[src/hdl/assert_macros.svh]
// ----------------------------------------------------------------------------
// Assertion macros shared by the RTL. Each expects i_clk and i_rst_n in scope.
// ----------------------------------------------------------------------------
`ifndef ASSERT_MACROS_SVH
`define ASSERT_MACROS_SVH

// The condition must hold at every clock edge outside of reset.
`define CHK_ALWAYS(lbl, cond, msg) \
    lbl: assert property (@(posedge i_clk) disable iff (!i_rst_n) (cond)) \
        else $error(msg);

// When the antecedent holds, the consequent must hold in the same cycle.
`define CHK_SAME(lbl, ante, cons, msg) \
    lbl: assert property (@(posedge i_clk) disable iff (!i_rst_n) (ante) |-> (cons)) \
        else $error(msg);

// When the antecedent holds, the consequent must hold in the cycle after.
`define CHK_NEXT(lbl, ante, cons, msg) \
    lbl: assert property (@(posedge i_clk) disable iff (!i_rst_n) (ante) |=> (cons)) \
        else $error(msg);

`endif

[src/hdl/dcaos_pkg.sv]
// ----------------------------------------------------------------------------
// dcaos_pkg
// Types and constants for the two-channel ADC oversampling sequencer.
// ----------------------------------------------------------------------------
package dcaos_pkg;

    localparam int SAMPLE_W      = 10;
    localparam int COUNT_W       = 6;
    localparam int VALUE_W       = 14;
    localparam int CFG_IDX_W     = 2;
    localparam int ACCUM_BITS_DEF = 16;

    localparam logic [COUNT_W-1:0] CONV_RESET   = 6'd16;
    localparam logic [COUNT_W-1:0] WINDOW_RESET = 6'd25;

    localparam logic [1:0] MUX_INPUT_ONE = 2'd1;
    localparam logic [1:0] MUX_INPUT_TWO = 2'd2;

    typedef enum logic {
        OP_TICK   = 1'b0,
        OP_SAMPLE = 1'b1
    } t_op;

    typedef enum logic [CFG_IDX_W-1:0] {
        CFG_CONVERSIONS = 2'd0,
        CFG_WINDOW      = 2'd1
    } t_cfg_idx;

    typedef struct packed {
        t_op                 op;
        logic [SAMPLE_W-1:0] sample;
    } t_in_word;

    typedef struct packed {
        logic                start_conversion;
        logic [1:0]          mux_channel;
        logic                pair_valid;
        logic [VALUE_W-1:0]  first_value;
        logic [VALUE_W-1:0]  second_value;
    } t_out_word;

endpackage

[src/hdl/dual_channel_adc_oversample_sequencer.sv]
// ----------------------------------------------------------------------------
// dual_channel_adc_oversample_sequencer
// Paces conversions of a two-sensor ADC and accumulates samples into two
// oversampling sums that are delivered as a pair of averaged values.
// ----------------------------------------------------------------------------
//  Channel   Direction  Handshake               Word
//  in        sink       i_in_valid / o_in_stall  op, sample
//  out       source     o_out_valid / i_out_stall start, mux, pair, two values
//  cfg       sink       i_cfg_valid / o_cfg_ready index, 6-bit data
//
// A new word can be accepted every clock while o_in_stall is low.
// The result goes into an output register; a one-entry skid register lets the
// block take one more word while the output is stalled, after which o_in_stall
// rises until the skid entry drains. The synchronous active-low reset clears
// the counter, the select bits, both sums and both valid flags, and sets the
// configuration registers to their defaults.
// ----------------------------------------------------------------------------
`include "assert_macros.svh"

module dual_channel_adc_oversample_sequencer #(
    parameter int ACCUM_BITS = dcaos_pkg::ACCUM_BITS_DEF
) (
    input  logic                                i_clk,
    input  logic                                i_rst_n,
    input  logic                                i_in_valid,
    output logic                                o_in_stall,
    input  dcaos_pkg::t_in_word                 i_in_word,
    output logic                                o_out_valid,
    input  logic                                i_out_stall,
    output dcaos_pkg::t_out_word                o_out_word,
    input  logic                                i_cfg_valid,
    output logic                                o_cfg_ready,
    input  logic [dcaos_pkg::CFG_IDX_W-1:0]     i_cfg_index,
    input  logic [dcaos_pkg::COUNT_W-1:0]       i_cfg_data
);
    import dcaos_pkg::*;

    // Configuration registers.
    logic [COUNT_W-1:0]     r_conv;
    logic [COUNT_W-1:0]     r_window;

    // Sequencer state.
    logic [COUNT_W-1:0]     r_count;
    logic                   r_sel;
    logic                   r_chan_one;
    logic [ACCUM_BITS-1:0]  r_sums [2];

    // Output register and skid entry.
    logic                   r_out_valid;
    t_out_word              r_out;
    logic                   r_skid_valid;
    t_out_word              r_skid;

    // Next-state values.
    logic [COUNT_W-1:0]     n_count;
    logic                   n_sel;
    logic                   n_chan_one;
    logic [ACCUM_BITS-1:0]  n_sums [2];
    t_out_word              n_word;

    logic                   accept;
    logic                   out_take;
    logic [COUNT_W-1:0]     count_inc;
    logic                   tick_start;
    logic                   tick_toggle;
    logic                   tick_deliver;
    logic                   tick_restart;
    logic [ACCUM_BITS+VALUE_W-1:0] ext_first;
    logic [ACCUM_BITS+VALUE_W-1:0] ext_second;

    assign o_cfg_ready = 1'b1;
    assign o_in_stall  = r_skid_valid;
    assign o_out_valid = r_out_valid;
    assign o_out_word  = r_out;

    assign accept   = i_in_valid && !o_in_stall;
    assign out_take = r_out_valid && !i_out_stall;

    // Tick decode. The toggle point is compared one bit wider so that a
    // conversion count of 63 gives a point of 64 that the counter never hits.
    assign count_inc    = r_count + COUNT_W'(1);
    assign tick_start   = (count_inc <= r_conv);
    assign tick_toggle  = ({1'b0, count_inc} == ({1'b0, r_conv} + (COUNT_W+1)'(1)));
    assign tick_deliver = tick_toggle && r_sel;
    assign tick_restart = (count_inc == r_window);

    // Averaged values are the sums shifted right by two, fitted to 14 bits.
    assign ext_first  = {{VALUE_W{1'b0}}, r_sums[0]};
    assign ext_second = {{VALUE_W{1'b0}}, r_sums[1]};

    always_comb begin
        n_count    = r_count;
        n_sel      = r_sel;
        n_chan_one = r_chan_one;
        n_sums[0]  = r_sums[0];
        n_sums[1]  = r_sums[1];
        n_word     = '0;

        case (i_in_word.op)
            OP_SAMPLE: begin
                // Samples wrap inside the selected accumulator.
                n_sums[r_sel] = r_sums[r_sel]
                                + ACCUM_BITS'(i_in_word.sample);
            end
            OP_TICK: begin
                n_count                = count_inc;
                n_word.start_conversion = tick_start;
                if (tick_deliver) begin
                    n_word.pair_valid   = 1'b1;
                    n_word.first_value  = ext_first[VALUE_W+1:2];
                    n_word.second_value = ext_second[VALUE_W+1:2];
                    n_sums[0]           = '0;
                    n_sums[1]           = '0;
                end
                if (tick_toggle) begin
                    n_sel = !r_sel;
                end
                // The restart follows the toggle when both fall on one tick.
                if (tick_restart) begin
                    n_count    = '0;
                    n_chan_one = !r_chan_one;
                end
            end
            default: begin
                n_count = r_count;
            end
        endcase

        n_word.mux_channel = n_chan_one ? MUX_INPUT_ONE : MUX_INPUT_TWO;
    end

    // Configuration writes; indexes outside the register list are ignored.
    always_ff @(posedge i_clk) begin
        if (!i_rst_n) begin
            r_conv   <= CONV_RESET;
            r_window <= WINDOW_RESET;
        end else if (i_cfg_valid && o_cfg_ready) begin
            case (t_cfg_idx'(i_cfg_index))
                CFG_CONVERSIONS: r_conv   <= i_cfg_data;
                CFG_WINDOW:      r_window <= i_cfg_data;
                default:         r_conv   <= r_conv;
            endcase
        end
    end

    always_ff @(posedge i_clk) begin
        if (!i_rst_n) begin
            r_count    <= '0;
            r_sel      <= 1'b0;
            r_chan_one <= 1'b0;
            r_sums[0]  <= '0;
            r_sums[1]  <= '0;
        end else if (accept) begin
            r_count    <= n_count;
            r_sel      <= n_sel;
            r_chan_one <= n_chan_one;
            r_sums[0]  <= n_sums[0];
            r_sums[1]  <= n_sums[1];
        end
    end

    // Output register with a one-entry skid behind it.
    always_ff @(posedge i_clk) begin
        if (!i_rst_n) begin
            r_out_valid  <= 1'b0;
            r_skid_valid <= 1'b0;
        end else if (r_skid_valid) begin
            if (out_take) begin
                r_out_valid  <= 1'b1;
                r_skid_valid <= 1'b0;
            end
        end else if (accept) begin
            r_out_valid <= 1'b1;
            if (r_out_valid && !out_take) begin
                r_skid_valid <= 1'b1;
            end
        end else if (out_take) begin
            r_out_valid <= 1'b0;
        end
    end

    always_ff @(posedge i_clk) begin
        if (r_skid_valid) begin
            if (out_take) begin
                r_out <= r_skid;
            end
        end else if (accept) begin
            if (!r_out_valid || out_take) begin
                r_out <= n_word;
            end else begin
                r_skid <= n_word;
            end
        end
    end

    `CHK_SAME(a_skid_needs_out, r_skid_valid, r_out_valid, "skid entry without output entry")
    `CHK_NEXT(a_deliver_clears, accept && i_in_word.op == OP_TICK && tick_deliver,
              r_sums[0] == '0 && r_sums[1] == '0, "sums not cleared after delivery")
    `CHK_SAME(a_pair_no_start, r_out_valid && r_out.pair_valid, !r_out.start_conversion,
              "pair delivered on a conversion tick")
    `CHK_SAME(a_values_need_pair, r_out_valid && !r_out.pair_valid,
              r_out.first_value == '0 && r_out.second_value == '0,
              "values present without a pair")
    `CHK_NEXT(a_stall_fills_skid, accept && r_out_valid && i_out_stall, r_skid_valid,
              "word lost while output stalled")

endmodule
[config.mk]
export PLATFORM = sky130hd
export DESIGN_NAME = dual_channel_adc_oversample_sequencer
export DESIGN_NICKNAME = d
export VERILOG_FILES = /design/src/hdl/dcaos_pkg.sv /design/src/hdl/dual_channel_adc_oversample_sequencer.sv
export VERILOG_INCLUDE_DIRS = /design/src /design/src/hdl
export SDC_FILE = /design/constraint.sdc
export NUM_CORES = 1
export LEC_CHECK = 0
export BUFFER_PORTS_ARGS = -buffer_cell sky130_fd_sc_hd__buf_2
export CAP_MARGIN = 20
export CORE_MARGIN = 1.5
export CORE_UTILIZATION = 30
export CTS_BUF_LIST = sky130_fd_sc_hd__clkbuf_8
export DETAILED_ROUTE_END_ITERATION = 12
export GPL_TIMING_DRIVEN = 0
export MAX_ROUTING_LAYER = met4
export PLACE_DENSITY = 0.51
export SLEW_MARGIN = 15
export SYNTH_ARGS = -nofsm -noshare
export SYNTH_HDL_FRONTEND = slang
export SYNTH_SLANG_ARGS = --single-unit
[constraint.sdc]
create_clock -name i_clk -period 8 [get_ports i_clk]
set_input_delay 0.8 -clock i_clk [delete_from_list [all_inputs] [get_ports i_clk]]
set_output_delay 0.8 -clock i_clk [all_outputs]
set_load 0.05 [all_outputs]
# Word-level counts from Yosys, hierarchy flattened
# Memories as Yosys holds them, arrays and structs flattened. A register that Yosys moved wholly into a read port is not among the register bits.
# Cells that the tools add are included.
[totals]
regBits = 86
ram_bits = 32
inputBits = 24
out_inout_bits = 35
word_cells = 89
mem_count = 1
[memory_table]
columns = ["name", "words", "word_bits", "read_ports", "rd_clocked_by_memory_dff", "wr", "line_no", "rtl"]
rows = [
  ["r_sums", 2, 16, 3, 1, 2, "dual_channel_adc_oversample_sequencer.sv:46", "logic [ACCUM_BITS-1:0] r_sums [2];"],
]
[classes]
add_sub_neg = 3
order_cmp = 3
eq_ne = 4
muxes = 32
bitwise = 6
n_reduce_logical = 23
[ops]
columns = ["op", "count"]
rows = [
  ["32-bit 2-to-1 mux", 5],
  ["32-bit one-hot mux with 2 select lines", 1],
  ["29-bit 2-to-1 mux", 2],
  ["16-bit 2-to-1 mux", 3],
  ["32-bit bitwise mux", 1],
  ["1-bit 2-to-1 mux", 17],
  ["16-bit by 10-bit adder with 16-bit output", 1],
  ["16-bit demux with 1-bit select", 1],
  ["3-bit AND reduction", 3],
  ["2-bit AND reduction", 4],
  ["6-bit by 1-bit adder with 7-bit output (second input constant)", 1],
  ["6-bit by 7-bit == test with 1-bit output", 1],
  ["6-bit by 1-bit adder with 6-bit output (second input constant)", 1],
  ["6-bit == test", 1],
  ["6-bit less-or-equal comparator", 1],
  ["1-bit logical NOT", 6],
  ["6-bit 2-to-1 mux", 1],
  ["2-bit nonzero test", 3],
  ["1-bit logical AND", 5],
  ["1-bit inverter", 3],
  ["2-bit by 1-bit == test with 1-bit output (second input constant)", 1],
  ["2-bit greater-or-equal comparator (second input constant)", 1],
  ["2-bit logical NOT", 1],
  ["2-bit by 1-bit < comparator with 1-bit output (second input constant)", 1],
  ["5 further kinds", 6],
]

# Logic depth before layout (Yosys ltp)
[depth]
ltp_word = 8
depth_mapped = 15
ltp_nobuf = 10

# Worst setup path before layout
# No wires, ideal clock.
[synth_timing]
path_kind = "reg-to-reg"
startpoint = "reg r_count[0] (netlist name)"
endpoint = "mem r_sums[0][0] in the netlist's numbering (enable)"
setup_ps = 533
arrival_time_ps = 5396
required_ps = 7467
path_slack_ps = 2071
path_stages_with_launch = 7
path_buffers = 0
period_less_slack_ps = 5929
path_cell_list = "dfxtp_1 > nand3_1 > nor2_4 > xnor3_1 > or4_4 > and2_1 > o311ai_0"
[synth_rtl]
columns = ["element", "line_no"]
rows = [
  ["end: declaration", "dual_channel_adc_oversample_sequencer.sv:46"],
]

==> impl_results.rst <==
.. list-table::
   :header-rows: 1

   * - Metric
     - Value
   * - DRC violation total after the first TritonRoute iteration
     - 405
   * - Mapped Nets
     - between 700 and 800
   * - Setup repair after global routing missed its margin
     - false
   * - Number of buffers added by the clock tree synthesis step
     - 17
   * - Maximum buffer depth of the clock tree
     - 2
   * - Initial standard-cell utilization of the core
     - a little under a third
   * - Area growth syn-to-layout
     - 15.8%
   * - Pre-Repair DR Iteration Count
     - 5
   * - Min-delay worst type
     - register to register
   * - DIE AREA
     - approximately 0.023 mm^2
   * - Met3 Routed Length
     - 822 um
   * - Number of standard cells after synthesis
     - 684
   * - Global-route wire length before repair
     - approximately 28,000 um
   * - Last weighted congestion value of the routability-driven placer
     - a little under 0.9
   * - Highest routing layer actually used
     - met4
   * - Seq cells post-synth
     - between 100 and 150
   * - Largest net degree at the start of global routing
     - 33
   * - Floorplan row count
     - 54
   * - Amount of wire on met2 after detailed routing
     - 7790 um
   * - Count of H-tree levels built during CTS
     - 4
   * - Proportion of layout cells with a drive suffix above 1
     - roughly 14%
   * - Max Clock Freq
     - 202 MHz
   * - Max_slew headroom
     - between 30 and 40%
   * - Sequential share of the synthesized area
     - roughly 50%
   * - Clock Sinks
     - 119
   * - Root Driver
     - sky130_fd_sc_hd__clkbuf_8
   * - Insertion delay of the later-clocked pin in the worst-skew pair
     - 0.45 ns
   * - Crit path capture type
     - register
   * - Total number of yosys warnings
     - 0
   * - Share of the synthesized area in the top cell type
     - between 40% and 50%
   * - Worst setup SP type
     - register
   * - Critical path peak fanout
     - 10
   * - Number of placed instances with taps included
     - about 1,000
   * - Overall power
     - between 1 and 1.5 mW
   * - Layout Skew
     - between 0.01 and 0.015 ns
   * - Number of global-route vias before repair
     - around 5,000
   * - Final clock period utilization by the worst path
     - about 62%
   * - Count of instances resized after the clock tree is built
     - 0
   * - Synth Cell Area
     - roughly 0.0067 mm^2
   * - Cell taking the most area after synthesis
     - sky130_fd_sc_hd__edfxtp_1
   * - Worst hold margin
     - ~0.52 ns
   * - Fraction of synthesis flops using an asynchronous set or reset pin
     - 0%
   * - Count of hold-fix buffers inserted at cts
     - 0
   * - Worst IR drop on VDD
     - approximately 0.062 mV
   * - Clock tree from TritonCTS
     - done
   * - Number of max-capacitance violations reported
     - 0
   * - Area contributors post-synth
     - sky130_fd_sc_hd__edfxtp_1 (43%), sky130_fd_sc_hd__dfxtp_1 (6.9%), sky130_fd_sc_hd__nand2_1 (4.7%)
   * - Antenna Violating Nets Remaining
     - 0
   * - Crit path kind
     - register to register
   * - Worst path arrival time
     - 5.16 ns
   * - DP Worst Slack
     - 3.08 ns
   * - Final Util
     - between 30% and 40%
   * - Die Height
     - around 150 um
   * - Mean instance size in the synthesized netlist
     - 9.81 um^2
   * - Count of buffers added by post-CTS timing repair for setup
     - 0
   * - Total routed wire length on the met1 layer
     - 8490 um
   * - Final nets
     - 805
   * - Clock transition time at the flip-flop clock pins of the worst setup and hold paths
     - around 0.080 ns
   * - Post-DP Area
     - ~0.0074 mm^2
   * - Power density relative to cell area
     - approximately 190 mW/mm^2
   * - Number of different library cells in the post-synthesis netlist
     - 64
   * - Final critical delay including setup and external delays
     - 4.96 ns
   * - Routed length per placed instance
     - about 16 um
   * - Post-Route WL
     - 17,400 um
   * - Count of unresolved DRC violations after routing
     - 0
   * - # IOs
     - 59
   * - Most used DFF post-synth
     - sky130_fd_sc_hd__edfxtp_1
   * - Final Worst Setup Slack
     - ~3 ns
   * - Final antenna diode count
     - 0
   * - Final hold violation count
     - 0
   * - Design Area, Final
     - roughly 0.0078 mm^2
   * - Vias
     - about 5,300
   * - IO buf count
     - 55
   * - Overall track demand over capacity in global routing
     - between 15 and 20%
   * - Final-report setup violation count
     - 0
   * - Number of synthesized flops with an enable pin
     - between 90 and 100
   * - Status
     - complete, no violations
   * - Worst Tran Pin Value
     - 0.915 ns
   * - Die Width
     - roughly 150 um
   * - Global route overflow
     - 0
   * - Initial antenna violation count
     - 0
   * - Leakage
     - roughly 2.9 nW
   * - Final instance count without filler cells
     - ~1,100
   * - HPWL after detailed placement
     - 12,900 um
   * - Placeable Area
     - 0.0219 mm^2
   * - Final-layout setup total negative slack
     - 0 ns
   * - Vias per cell
     - between 5 and 6
   * - Final Slew Violations
     - 0
   * - Required @ worst endpoint
     - 8.21 ns
-- worst max-delay path, cell delays in order, from the launching register on --
cell and delay (ns):
sky130_fd_sc_hd__dfxtp_1 0.35, sky130_fd_sc_hd__clkbuf_1 0.33, sky130_fd_sc_hd__clkbuf_1 0.43, sky130_fd_sc_hd__buf_1 0.51
sky130_fd_sc_hd__clkbuf_1 0.40, sky130_fd_sc_hd__o21ai_0 0.23, sky130_fd_sc_hd__ha_1 0.37, sky130_fd_sc_hd__nor2b_1 0.17
sky130_fd_sc_hd__o31a_1 0.27, sky130_fd_sc_hd__o31ai_1 0.75, sky130_fd_sc_hd__a2111oi_0 0.29, sky130_fd_sc_hd__or3_1 0.41
sky130_fd_sc_hd__a32o_1 0.22
-- layout make-up --
| cell class | count | area [um^2] |
|---|---|---|
| Sequential cell | 119 | 3340 |
| Clock buffer | 17 | 234 |
| Fill cell | 2279 | 14100 |
| Clock inverter | 14 | 138 |
| Timing Repair Buffer | 59 | 318 |
| Tap cell | 280 | 350 |
| Multi-Input combinational cell | 479 | 3020 |
| Inverter | 45 | 169 |
| Buffer | 41 | 196 |
-- layer usage --
layer,global-route usage [%],up-vias
met2,22.9,147
met4,5.49,0
met3,3.53,18
met5,-,-
met1,21.3,2505
li1,-,2653
-- cell usage in the layout (no fill, tap or decap), types with 14 or more instances in the layout --
cell                       synthesis  routed
sky130_fd_sc_hd__mux2i_1          20      20
sky130_fd_sc_hd__clkbuf_8          0      17
sky130_fd_sc_hd__o21ai_0          28      28
sky130_fd_sc_hd__nor2b_1          14      14
sky130_fd_sc_hd__nand3_1          33      33
sky130_fd_sc_hd__a21oi_1          28      27
sky130_fd_sc_hd__nand2_1          84      84
sky130_fd_sc_hd__edfxtp_1         96      96
sky130_fd_sc_hd__inv_1            44      45
sky130_fd_sc_hd__buf_2             1      56
sky130_fd_sc_hd__ha_1             18      18
sky130_fd_sc_hd__clkbuf_1         30      30
sky130_fd_sc_hd__nor2_1           74      74
sky130_fd_sc_hd__o31ai_1          34      34
sky130_fd_sc_hd__dfxtp_1          23      23
-- where the power goes --
group          internal, mW  switching [mW]  leakage, nW
Combinational        0.0683           0.165         1.59
Clock                 0.271           0.254        0.180
Sequential            0.704          0.0191         1.11
Total                  1.04           0.439         2.88
-- Yosys cell counts, types with 11 or more instances --
library cell	count
sky130_fd_sc_hd__dfxtp_1	23
sky130_fd_sc_hd__ha_1	18
sky130_fd_sc_hd__a21oi_1	28
sky130_fd_sc_hd__o21ai_0	28
sky130_fd_sc_hd__nor2b_1	14
sky130_fd_sc_hd__nor2_1	74
sky130_fd_sc_hd__mux2i_1	20
sky130_fd_sc_hd__xnor2_1	11
sky130_fd_sc_hd__nand2_1	84
sky130_fd_sc_hd__inv_1	44
sky130_fd_sc_hd__o31ai_1	34
sky130_fd_sc_hd__nand3_1	33
sky130_fd_sc_hd__edfxtp_1	96
sky130_fd_sc_hd__clkbuf_1	30
-- path summary, 6_finish.rpt --
path | from | to | slack (ns) | depth (start not counted)
max | register | r_sums[1][14] | 3.04 | 12
min | r_window[0] | r_window[0] | 0.52 | 2
max reg2reg | register | r_sums[1][14] | 3.04 | 12
min reg2reg | r_window[0] | r_window[0] | 0.52 | 2
-- cells by family after synthesis --
family | share of synthesized area [%]
muxes | 3.65
xor gates and xnor gates | 3.58
buffers and inverters | 5.44
DFF | 49.8
and+or+nand+nor | 18.3
adders and majority gates | 3.65
other | 0.0559
AOI/OAI and AO/OA | 15.5
-- registers in the layout, summed over array words and instances, names as in the netlist, named ones only --
| signal | flops |
|---|---|
| o_in_stall | 1 |
| r_sel | 1 |
| r_chan_one | 1 |
| r_window | 6 |
| o_out_word | 32 |
| r_count | 6 |
| r_conv | 6 |
| o_out_valid | 1 |
| r_sums | 32 |
| r_skid | 32 |
No activity file was read; power rests on OpenSTA's default activity.
